===== config.mk =====
export PLATFORM = sky130hd
export DESIGN_NAME = disc_neighborhood_scan_core
export DESIGN_NICKNAME = d
export VERILOG_FILES = /design/src/hw/rtl/dns_pkg.sv /design/src/hw/rtl/dns_front.sv /design/src/hw/rtl/dns_fifo.sv /design/src/hw/rtl/dns_back.sv /design/src/hw/rtl/disc_neighborhood_scan_core.sv
export VERILOG_INCLUDE_DIRS = /design/src /design/src/hw/rtl
export SDC_FILE = /design/constraint.sdc
export NUM_CORES = 1
export LEC_CHECK = 0
export BUFFER_PORTS_ARGS = -buffer_cell sky130_fd_sc_hd__buf_2
export CAP_MARGIN = 20
export CELL_PAD_IN_SITES_DETAIL_PLACEMENT = 0
export CELL_PAD_IN_SITES_GLOBAL_PLACEMENT = 1
export CORE_ASPECT_RATIO = 1.75
export CORE_MARGIN = 5
export CORE_UTILIZATION = 46
export CTS_CLUSTER_SIZE = 8
export DETAILED_ROUTE_END_ITERATION = 8
export GPL_TIMING_DRIVEN = 0
export PLACE_DENSITY = 0.84
export SLEW_MARGIN = 20
export SYNTH_ARGS = -nofsm -noshare
export SYNTH_HDL_FRONTEND = slang
export SYNTH_SLANG_ARGS = --single-unit

===== constraint.sdc =====
create_clock -name i_clk -period 7.25 [get_ports i_clk]
set_input_delay 1.0875 -clock i_clk [delete_from_list [all_inputs] [get_ports i_clk]]
set_output_delay 1.0875 -clock i_clk [all_outputs]
set_load 0.03 [all_outputs]

===== src/hw/rtl/assert_macros.svh =====
// Assertion macros for the RTL file that carries checks.
`ifndef ASSERT_MACROS_SVH
`define ASSERT_MACROS_SVH

// Same-cycle implication, sampled on the rising clock, off during reset.
`define DNS_ASSERT_NOW(label, clk, rst_n, ante, cons, msg) \
    label: assert property (@(posedge clk) disable iff (!(rst_n)) (ante) |-> (cons)) \
        else $error(msg);

// Next-cycle implication, sampled on the rising clock, off during reset.
`define DNS_ASSERT_NEXT(label, clk, rst_n, ante, cons, msg) \
    label: assert property (@(posedge clk) disable iff (!(rst_n)) (ante) |=> (cons)) \
        else $error(msg);

`endif


===== src/hw/rtl/dns_pkg.sv =====
// Types, constants and helper functions of the disc neighborhood scan.
package dns_pkg;

    // Coordinate and radius sizing.
    localparam int COORD_BITS          = 12;
    localparam int DIM_BITS            = COORD_BITS + 1;
    localparam int RAD_BITS            = 5;
    localparam int MAX_RADIUS_QUARTERS = 17;
    localparam int MAX_EXT             = MAX_RADIUS_QUARTERS / 4;
    localparam int EXT_BITS            = $clog2(MAX_EXT + 1);
    localparam int SQ_BITS             = 2 * RAD_BITS;

    // Grid limit and reset values.
    localparam logic [DIM_BITS-1:0] DIM_LIMIT = DIM_BITS'(1 << COORD_BITS);
    localparam logic [DIM_BITS-1:0] DIM_RESET = DIM_BITS'(128);

    // Configuration register indexes.
    localparam int CFG_IDX_BITS = 1;
    localparam logic [CFG_IDX_BITS-1:0] CFG_GRID_WIDTH  = 1'b0;
    localparam logic [CFG_IDX_BITS-1:0] CFG_GRID_HEIGHT = 1'b1;

    // Column queue sizing.
    localparam int FIFO_DEPTH    = 4;
    localparam int FIFO_PTR_BITS = $clog2(FIFO_DEPTH);
    localparam int FIFO_CNT_BITS = $clog2(FIFO_DEPTH + 1);

    // Request transaction.
    typedef struct packed {
        logic [COORD_BITS-1:0] center_x;
        logic [COORD_BITS-1:0] center_y;
        logic [RAD_BITS-1:0]   radius_quarters;
    } t_req;

    // Result transaction.
    typedef struct packed {
        logic [COORD_BITS-1:0] point_x;
        logic [COORD_BITS-1:0] point_y;
        logic                  last_point;
        logic                  bad_center;
    } t_res;

    // One column of the disc, handed from the front part to the back part.
    typedef struct packed {
        logic [COORD_BITS-1:0] x;
        logic [COORD_BITS-1:0] ylo;
        logic [COORD_BITS-1:0] yhi;
        logic                  last;
        logic                  bad;
    } t_col;

    // Queue status seen by the producer and consumer.
    typedef struct packed {
        logic full;
        logic empty;
    } t_fifo_stat;

    // Vertical extent of a column: the largest e with 16*(e*e + adx*adx) <= q*q,
    // which equals floor(isqrt(q*q - 16*adx*adx) / 4).
    function automatic logic [EXT_BITS-1:0] ext_of(input logic [RAD_BITS-1:0] q,
                                                  input logic [EXT_BITS-1:0] adx);
        logic [SQ_BITS-1:0]  qq;
        logic [EXT_BITS-1:0] e;
        int                  lhs;
        qq = {{RAD_BITS{1'b0}}, q} * {{RAD_BITS{1'b0}}, q};
        e  = '0;
        for (int k = 1; k <= MAX_EXT; k++) begin
            lhs = 16 * (k * k + int'(adx) * int'(adx));
            if (lhs <= int'(qq)) begin
                e = EXT_BITS'(k);
            end
        end
        return e;
    endfunction

endpackage


===== src/hw/rtl/dns_front.sv =====
// Front part: takes a request, classifies the center and issues one column per cycle while the queue has room.
module dns_front (
    input  logic                         i_clk,
    input  logic                         i_rst_n,
    input  logic                         i_accept,
    input  dns_pkg::t_req                i_req,
    input  logic [dns_pkg::DIM_BITS-1:0] i_grid_width,
    input  logic [dns_pkg::DIM_BITS-1:0] i_grid_height,
    input  dns_pkg::t_fifo_stat          i_fifo_stat,
    output logic                         o_push,
    output dns_pkg::t_col                o_col,
    output logic                         o_busy
);

    typedef enum logic [1:0] {
        S_IDLE,
        S_CLASSIFY,
        S_COLS
    } t_state;

    t_state r_state;
    logic [dns_pkg::COORD_BITS-1:0] r_cx;
    logic [dns_pkg::COORD_BITS-1:0] r_cy;
    logic [dns_pkg::RAD_BITS-1:0]   r_q;
    logic [dns_pkg::COORD_BITS-1:0] r_h1;
    logic [dns_pkg::COORD_BITS-1:0] r_x;
    logic [dns_pkg::COORD_BITS-1:0] r_xhi;
    logic                           r_bad;

    logic [dns_pkg::RAD_BITS-1:0]   q_clamped;
    logic [dns_pkg::DIM_BITS-1:0]   w_eff;
    logic [dns_pkg::DIM_BITS-1:0]   h_eff;
    logic                           bad;
    logic [dns_pkg::COORD_BITS-1:0] rc;
    logic [dns_pkg::COORD_BITS-1:0] xlo;
    logic [dns_pkg::DIM_BITS-1:0]   xhi_raw;
    logic [dns_pkg::DIM_BITS-1:0]   w_m1;
    logic [dns_pkg::COORD_BITS-1:0] xhi;
    logic [dns_pkg::COORD_BITS-1:0] adx_full;
    logic [dns_pkg::EXT_BITS-1:0]   ext;
    logic [dns_pkg::COORD_BITS-1:0] ext_w;
    logic [dns_pkg::DIM_BITS-1:0]   yhi_raw;
    logic                           col_last;

    // Radius saturates at the cap.
    assign q_clamped = (i_req.radius_quarters > dns_pkg::RAD_BITS'(dns_pkg::MAX_RADIUS_QUARTERS))
                     ? dns_pkg::RAD_BITS'(dns_pkg::MAX_RADIUS_QUARTERS)
                     : i_req.radius_quarters;

    // Classification: effective grid size, bad center and clipped column range.
    always_comb begin
        w_eff   = (i_grid_width  < dns_pkg::DIM_LIMIT) ? i_grid_width  : dns_pkg::DIM_LIMIT;
        h_eff   = (i_grid_height < dns_pkg::DIM_LIMIT) ? i_grid_height : dns_pkg::DIM_LIMIT;
        bad     = ({1'b0, r_cx} >= w_eff) || ({1'b0, r_cy} >= h_eff);
        rc      = dns_pkg::COORD_BITS'(r_q >> 2);
        xlo     = r_cx - ((r_cx < rc) ? r_cx : rc);
        w_m1    = w_eff - dns_pkg::DIM_BITS'(1);
        xhi_raw = {1'b0, r_cx} + {1'b0, rc};
        xhi     = (xhi_raw < w_m1) ? xhi_raw[dns_pkg::COORD_BITS-1:0]
                                   : w_m1[dns_pkg::COORD_BITS-1:0];
    end

    // Column descriptor for the current x.
    always_comb begin
        adx_full = (r_x >= r_cx) ? (r_x - r_cx) : (r_cx - r_x);
        ext      = dns_pkg::ext_of(r_q, adx_full[dns_pkg::EXT_BITS-1:0]);
        ext_w    = dns_pkg::COORD_BITS'(ext);
        yhi_raw  = {1'b0, r_cy} + {1'b0, ext_w};
        col_last = r_bad || (r_x == r_xhi);
        o_col.x    = r_bad ? '0 : r_x;
        o_col.ylo  = r_bad ? '0 : (r_cy - ((r_cy < ext_w) ? r_cy : ext_w));
        o_col.yhi  = r_bad ? '0 : ((yhi_raw < {1'b0, r_h1}) ? yhi_raw[dns_pkg::COORD_BITS-1:0]
                                                            : r_h1);
        o_col.last = col_last;
        o_col.bad  = r_bad;
    end

    assign o_push = (r_state == S_COLS) && !i_fifo_stat.full;
    assign o_busy = (r_state != S_IDLE);

    // Sequencer: capture, classify, then one column per cycle while the queue has room.
    always_ff @(posedge i_clk) begin
        if (!i_rst_n) begin
            r_state <= S_IDLE;
        end else begin
            case (r_state)
                S_IDLE: begin
                    if (i_accept) begin
                        r_cx    <= i_req.center_x;
                        r_cy    <= i_req.center_y;
                        r_q     <= q_clamped;
                        r_state <= S_CLASSIFY;
                    end
                end
                S_CLASSIFY: begin
                    r_bad   <= bad;
                    r_x     <= xlo;
                    r_xhi   <= xhi;
                    r_h1    <= dns_pkg::COORD_BITS'(h_eff - dns_pkg::DIM_BITS'(1));
                    r_state <= S_COLS;
                end
                S_COLS: begin
                    if (o_push) begin
                        if (col_last) begin
                            r_state <= S_IDLE;
                        end else begin
                            r_x <= r_x + dns_pkg::COORD_BITS'(1);
                        end
                    end
                end
                default: begin
                    r_state <= S_IDLE;
                end
            endcase
        end
    end

endmodule


===== src/hw/rtl/dns_fifo.sv =====
// Short queue of column descriptors between the front and back parts.
module dns_fifo (
    input  logic                i_clk,
    input  logic                i_rst_n,
    input  logic                i_push,
    input  dns_pkg::t_col       i_data,
    input  logic                i_pop,
    output dns_pkg::t_col       o_data,
    output dns_pkg::t_fifo_stat o_stat
);

    dns_pkg::t_col                     r_mem [dns_pkg::FIFO_DEPTH];
    logic [dns_pkg::FIFO_PTR_BITS-1:0] r_wr_ptr;
    logic [dns_pkg::FIFO_PTR_BITS-1:0] r_rd_ptr;
    logic [dns_pkg::FIFO_CNT_BITS-1:0] r_count;
    logic                              do_push;
    logic                              do_pop;

    assign o_stat.full  = (r_count == dns_pkg::FIFO_CNT_BITS'(dns_pkg::FIFO_DEPTH));
    assign o_stat.empty = (r_count == '0);
    assign do_push      = i_push && !o_stat.full;
    assign do_pop       = i_pop && !o_stat.empty;
    assign o_data       = r_mem[r_rd_ptr];

    // Entry storage.
    always_ff @(posedge i_clk) begin
        if (do_push) begin
            r_mem[r_wr_ptr] <= i_data;
        end
    end

    // Pointers and occupancy.
    always_ff @(posedge i_clk) begin
        if (!i_rst_n) begin
            r_wr_ptr <= '0;
            r_rd_ptr <= '0;
            r_count  <= '0;
        end else begin
            if (do_push) begin
                r_wr_ptr <= r_wr_ptr + dns_pkg::FIFO_PTR_BITS'(1);
            end
            if (do_pop) begin
                r_rd_ptr <= r_rd_ptr + dns_pkg::FIFO_PTR_BITS'(1);
            end
            case ({do_push, do_pop})
                2'b10:   r_count <= r_count + dns_pkg::FIFO_CNT_BITS'(1);
                2'b01:   r_count <= r_count - dns_pkg::FIFO_CNT_BITS'(1);
                default: r_count <= r_count;
            endcase
        end
    end

endmodule


===== src/hw/rtl/dns_back.sv =====
// Back part: walks each queued column row by row and drives one result per cycle while a column is loaded.
module dns_back (
    input  logic                i_clk,
    input  logic                i_rst_n,
    input  dns_pkg::t_col       i_col,
    input  dns_pkg::t_fifo_stat i_fifo_stat,
    output logic                o_pop,
    output logic                o_active,
    output logic                o_strobe,
    output dns_pkg::t_res       o_res
);

    dns_pkg::t_col                  r_col;
    logic [dns_pkg::COORD_BITS-1:0] r_y;
    logic                           r_active;
    logic                           r_strobe;
    dns_pkg::t_res                  r_res;
    logic                           col_done;

    // A column ends on its top row; the next one, if queued, loads without a gap.
    assign col_done = r_active && (r_y == r_col.yhi);
    assign o_pop    = (!r_active || col_done) && !i_fifo_stat.empty;
    assign o_active = r_active;
    assign o_strobe = r_strobe;
    assign o_res    = r_res;

    // Result register.
    always_ff @(posedge i_clk) begin
        if (r_active) begin
            r_res.point_x    <= r_col.x;
            r_res.point_y    <= r_y;
            r_res.last_point <= r_col.last && col_done;
            r_res.bad_center <= r_col.bad;
        end
    end

    // Column walker.
    always_ff @(posedge i_clk) begin
        if (!i_rst_n) begin
            r_active <= 1'b0;
            r_strobe <= 1'b0;
        end else begin
            r_strobe <= r_active;
            if (o_pop) begin
                r_col    <= i_col;
                r_y      <= i_col.ylo;
                r_active <= 1'b1;
            end else if (col_done) begin
                r_active <= 1'b0;
            end else if (r_active) begin
                r_y <= r_y + dns_pkg::COORD_BITS'(1);
            end
        end
    end

endmodule


===== src/hw/rtl/disc_neighborhood_scan_core.sv =====
// Top level of the disc neighborhood scan: configuration, front, queue and back.
//
//  Channel   Handshake                   Payload
//  -------   -------------------------   ----------------------------------
//  request   start & !busy               i_req (center_x, center_y, radius)
//  result    o_res_strobe, one cycle     o_res (point_x, point_y, flags)
//  config    i_cfg_we                    i_cfg_idx, i_cfg_data
//
// A request is first set up (classify, queue the first column, load the walker), then gives
// one result per cycle, up to 61 results; the back part's one-row-per-cycle walk sets the rate.
// A bad center gives a single result.
// Reset is synchronous and active low; the grid registers come up at 128 by 128.
// The receiver cannot stall; the queue only paces the front part to the back part.
// busy drops while the last result is on the output, so a new request may follow.
`include "assert_macros.svh"

module disc_neighborhood_scan_core (
    input  logic                             i_clk,
    input  logic                             i_rst_n,
    input  logic                             start,
    output logic                             busy,
    input  dns_pkg::t_req                    i_req,
    output logic                             o_res_strobe,
    output dns_pkg::t_res                    o_res,
    input  logic                             i_cfg_we,
    input  logic [dns_pkg::CFG_IDX_BITS-1:0] i_cfg_idx,
    input  logic [dns_pkg::DIM_BITS-1:0]     i_cfg_data
);

    logic [dns_pkg::DIM_BITS-1:0] r_grid_width;
    logic [dns_pkg::DIM_BITS-1:0] r_grid_height;
    logic                         accept;
    logic                         front_busy;
    logic                         back_active;
    logic                         push;
    logic                         pop;
    dns_pkg::t_col                push_col;
    dns_pkg::t_col                head_col;
    dns_pkg::t_fifo_stat          fifo_stat;
    logic                         chk_bad;
    logic                         chk_zero_xy;

    // Configuration registers.
    always_ff @(posedge i_clk) begin
        if (!i_rst_n) begin
            r_grid_width  <= dns_pkg::DIM_RESET;
            r_grid_height <= dns_pkg::DIM_RESET;
        end else if (i_cfg_we) begin
            case (i_cfg_idx)
                dns_pkg::CFG_GRID_WIDTH:  r_grid_width  <= i_cfg_data;
                dns_pkg::CFG_GRID_HEIGHT: r_grid_height <= i_cfg_data;
                default: begin
                end
            endcase
        end
    end

    // A request transaction is taken only when nothing is in flight.
    assign busy   = front_busy || !fifo_stat.empty || back_active;
    assign accept = start && !busy;

    dns_front u_front (
        .i_clk         (i_clk),
        .i_rst_n       (i_rst_n),
        .i_accept      (accept),
        .i_req         (i_req),
        .i_grid_width  (r_grid_width),
        .i_grid_height (r_grid_height),
        .i_fifo_stat   (fifo_stat),
        .o_push        (push),
        .o_col         (push_col),
        .o_busy        (front_busy)
    );

    dns_fifo u_fifo (
        .i_clk   (i_clk),
        .i_rst_n (i_rst_n),
        .i_push  (push),
        .i_data  (push_col),
        .i_pop   (pop),
        .o_data  (head_col),
        .o_stat  (fifo_stat)
    );

    dns_back u_back (
        .i_clk       (i_clk),
        .i_rst_n     (i_rst_n),
        .i_col       (head_col),
        .i_fifo_stat (fifo_stat),
        .o_pop       (pop),
        .o_active    (back_active),
        .o_strobe    (o_res_strobe),
        .o_res       (o_res)
    );

    // Checks.
    assign chk_bad     = o_res_strobe && o_res.bad_center;
    assign chk_zero_xy = (o_res.point_x == '0) && (o_res.point_y == '0);

    `DNS_ASSERT_NEXT(a_busy_after_accept, i_clk, i_rst_n, accept, busy, "busy low after accept")
    `DNS_ASSERT_NOW(a_strobe_busy, i_clk, i_rst_n, o_res_strobe, $past(busy), "result while idle")
    `DNS_ASSERT_NOW(a_bad_is_last, i_clk, i_rst_n, chk_bad, o_res.last_point, "bad center not last")
    `DNS_ASSERT_NOW(a_bad_zero_xy, i_clk, i_rst_n, chk_bad, chk_zero_xy, "bad center has xy")

endmodule

==> results <==
- Clock skew on the completed layout was measured at 21.27 ps.
- The final critical-path required period is 7266 ps.
- Summed over all nets, the half-perimeter wirelength after detailed placement is 27.95 mm.
- Setup repair after global routing could not meet its margin everywhere.
- Yosys mapped the design onto 66 distinct sky130hd cell types.
- The sum of negative setup slack is -63.85 ps.
- The total number of vias is 10,890.
- The post-synthesis cell area is 16,640 µm².
- The count of final hold-check violations is 0.
- The horizontal die dimension is 153.8 µm.
- The final reports fail on setup timing.
- Entering global routing, the biggest net connects 32 pins.
- Fill cells in the final layout number 2,954.
- The wire length reported by the detailed router is 38.28 mm.
- A synthesized cell averages 12.53 µm².
- The cell with the largest stage delay on the worst path is fa_1.
- The sequential area share after synthesis is 0.5559.
- The area share of and/or/nand/nor cells after synthesis is 0.1053.
- The first global-routing pass estimated 58.91 mm of wire.
- The start-to-end type of the worst setup path is reg2reg.
- The maximum fanout count along the critical path is 10.
- STA classifies the critical path startpoint as a register.
- The number of nets in the layout is 1,684.
- The compound-gate portion of the synthesized area was 0.07746.
- For the pin with the worst max-slew slack, the measured transition is 1101 ps.
- The worst-case setup slack after placement is -1650 ps.
- The total of hold buffers inserted after clock tree synthesis is 0.
- The count of port buffers added during placement is 74.
- The die is 261.6 µm tall.
- Dividing the final minimum period by the clock period gives 1.002.
- The top-level I/O count is 75.
- The number of diodes added for antenna fixing is 0.
- The number of rows created at floorplan is 92.
- Of all flip-flops after synthesis, the portion carrying an async set or reset was 0.
- The dominant combinational cell family by area after synthesis is simple AND/OR/NAND/NOR gates.
- The critical path runs through a total of 32 cells.
- The synthesized design contains 282 enable-type register cells.
- The number of design-rule violations left by the first detailed-router iteration is 468.
- The total overflow left after global routing is 0.
- The pre-antenna-repair detailed-routing pass consisted of 5 iterations.
- The number of buffers created by CTS is 46.
- Measured in cells, the most critical reg-to-reg path has a length of 32.
- The run finished, with violations left.
- The largest buffer count on any clock path is 3.
- The layer carrying the most global-route usage is met2.
- The area of the core region is 35,910 µm².
- Synthesis handed over a netlist of 1,328 instances.
- In the final routed layout, each cell accounts on average for 19.05 µm.
- The share of cells above drive strength 1 is 0.2221.
- Of the post-synthesis cell area, the part taken by muxes is 0.06686.
- Leaving out fill and tap cells, the most frequent cells in the layout are 282 x edfxtp_1, 122 x nand2_1, 110 x ha_1.
- In this run the tightest slew margin relative to its limit is 0.2660.
- The later pin in the worst-skew pair is clocked with a latency of 560 ps.
- The number of H-tree branching levels is 2.
- For the worst setup path, the data required time is 7550 ps.
- The power density over the cells is 482.2 nW/µm².
- Summing internal, switching and leakage power gives 9703 µW.
- The floorplan step defined a die boundary enclosing 40,220 µm².
- The via count of the first global-routing pass was 11,200.
- During synthesis, Yosys emitted a total of 0 warnings.
- The data arrival time at the worst-slack endpoint is 7570 ps.
- The min-delay analysis places its worst path in the category reg2reg.
- The commonest register cell after synthesis is edfxtp_1.
- Compared with the post-synthesis result, the final layout area differs by 20.94%.
- The clock tree from TritonCTS is done.
- Of the total synthesized cell area, the portion taken by XOR and XNOR cells is 0.05979.
- The fmax is 0.1376 GHz.
- For this run, design rule violations remaining after detail routing come to 0.
- The met2 usage in global routing is 0.3613.
- After detailed routing, the number of vias per cell comes to 5.419.
- Setup violations remaining at the end of the flow were counted as 4.
- The most frequent standard cell in the layout excluding fill and tap cells is edfxtp_1.
- The effective utilization at floorplan is 0.4632.
- Counting stages on the worst path, the most repeated cell is ha_4.
- In the global route stage, met1 resource usage came out at 0.1869.
- The number of nets produced by synthesis is 1,508.
- Counting both buffers and inverters, the worst setup path holds a total of 6.
- The post-route worst setup slack is -16.30 ps.
- The largest single stage delay on the critical path is 560 ps.
- For this run, the total global-route usage over all layers was measured as 0.1870.
- The kind of cell adding the most delay to the critical path is adder cells.
- The number of clock sinks is 321.
- The analysis attributes to cell leakage a power of 0.007438 µW.
- The final weighted congestion in routability-driven placement is 0.8923.
- The capturing element type of the critical path is a register.
- Clock-pin slew was measured on the worst setup and hold paths at 50 ps.
- The max-capacitance violation count is 0.
- The final max-slew violation count is 0.
- Counting instances, the worst hold path has a depth of 0.
- The met3 usage is 0.02745.
- The number of antenna violations at the first check in global routing is 0.
- IR analysis of the VDD net gives a maximum drop of 0.4382 mV.
- The number of synthesized register bits is 321.
- The count of antenna-violating nets left after detailed routing is 0.
- Of the total synthesized cell area, the portion taken by full adders, half adders and majority gates is 0.1050.
- The root buffer cell is clkbuf_16.
-- area by class of cell --
class | instances | area [µm²] | share of cell area
inverters | 89 | 336.6 | 0.01673
repair buffers | 129 | 892.1 | 0.04434
clock inverters | 3 | 45.04 | 0.002239
multi-input cells | 881 | 7564 | 0.3759
flip-flops and latches | 321 | 9250 | 0.4597
well taps | 470 | 588.1 | 0.02923
plain buffers | 36 | 163.9 | 0.008146
clock buffers | 81 | 1282 | 0.06374
-- Yosys cell counts (3+ instances only) --
cell type	n	share of area
ha_1	122	0.092
o211ai_1	4	0.0018
a211o_1	3	0.0016
o21a_1	9	0.0041
xor2_1	41	0.022
dfxtp_1	39	0.047
nand2b_1	8	0.0030
or2_1	3	0.0011
fa_1	11	0.013
and2_1	9	0.0034
nor3_1	23	0.0069
mux2i_1	20	0.012
edfxtp_1	282	0.51
o31ai_1	9	0.0041
buf_2	7	0.0021
nor2_1	70	0.016
clkbuf_1	21	0.0047
a211oi_1	8	0.0036
nand4_1	20	0.0075
o21ai_0	34	0.010
and3_1	19	0.0071
nor4_1	10	0.0038
nand3_1	31	0.0093
inv_1	88	0.020
nand2_1	125	0.028
a31oi_1	4	0.0015
o2111ai_1	3	0.0016
or3_1	7	0.0026
mux2_2	5	0.0034
mux4_2	38	0.051
a21oi_1	94	0.028
a21o_1	15	0.0068
xnor2_1	70	0.037
a31o_2	3	0.0016
nor2b_1	29	0.011
buf_1	6	0.0014
-- final timing paths --
check	from	end	slack [ps]
worst max-delay path	u_front.r_q[0]	u_fifo.r_mem[2][12]	-20
worst min-delay path	u_back.r_col[36]	u_back.o_res[24]	420
worst max register to register	u_front.r_q[0]	u_fifo.r_mem[2][12]	-20
worst min register to register	u_back.r_col[36]	u_back.o_res[24]	420
-- repair_timing --
item / in CTS / in global routing
cloned: 1 / 0
resized for setup: 65 / 72
pin swaps: 34 / 50
buffers inserted: 28 / 21
setup endpoints to repair: 96 / 92
-- worst reg2reg max path, delay by kind of cell, from the launching register on --
kind	cells	cell delay (ps)
compound gates	11	2120
xor+xnor	1	150
flops	1	420
mux	1	260
fa+ha+maj	7	2540
buf+inv	6	740
simple gates	6	790
-- metrics by stage --
step | std cells | hold WS [ps] | utilization | cell area (µm²)
3_5_place_dp | 1877 | 404.5 | 0.4937 | 17730
5_1_grt | 2010 | 422.7 | 0.5603 | 20120
6_report | 2010 | 416.0 | 0.5603 | 20120
3_3_place_gp | 1872 | 401.5 | 0.4900 | 17600
2_1_floorplan | 1328 | 400.3 | - | 16640
4_1_cts | 1990 | 416.6 | 0.5455 | 19590
-- layer usage --
layer | share of wire | vias up | routed length [µm]
li1 | - | 5224 | -
met3 | 0.038 | 126 | 1443
met1 | 0.35 | 5249 | 13550
met5 | 0 | - | 0
met2 | 0.55 | 294 | 21080
met4 | 0.058 | 0 | 2217
-- where the power goes --
group / internal (µW) / total [µW] / switching [µW]
registers: 2560 / 2810 / 245
clock network: 1190 / 1970 / 776
logic: 2190 / 4930 / 2740
-- registers in the layout, summed over array words and instances (netlist names), 3 cells and up, named ones only --
register and cells:
u_front.r_cx 12, u_back.r_y 12, r_grid_width 13, u_front.r_q 5, u_fifo.r_mem 152, u_back.o_res 26, u_front.r_x 12, u_back.r_col 26
u_front.r_cy 12, u_front.r_h1 12, u_fifo.r_count 3, r_grid_height 13, u_front.r_xhi 12
-- logic make-up (layout without fill, tap and decap cells) --
group | Yosys count | after routing
buf+inv | 126 | 338
simple gates | 366 | 366
fa+ha+maj | 133 | 133
flops | 321 | 321
compound gates | 207 | 207
mux | 63 | 63
xor+xnor | 112 | 112
Note: power is estimated with default switching activity, not from simulation.
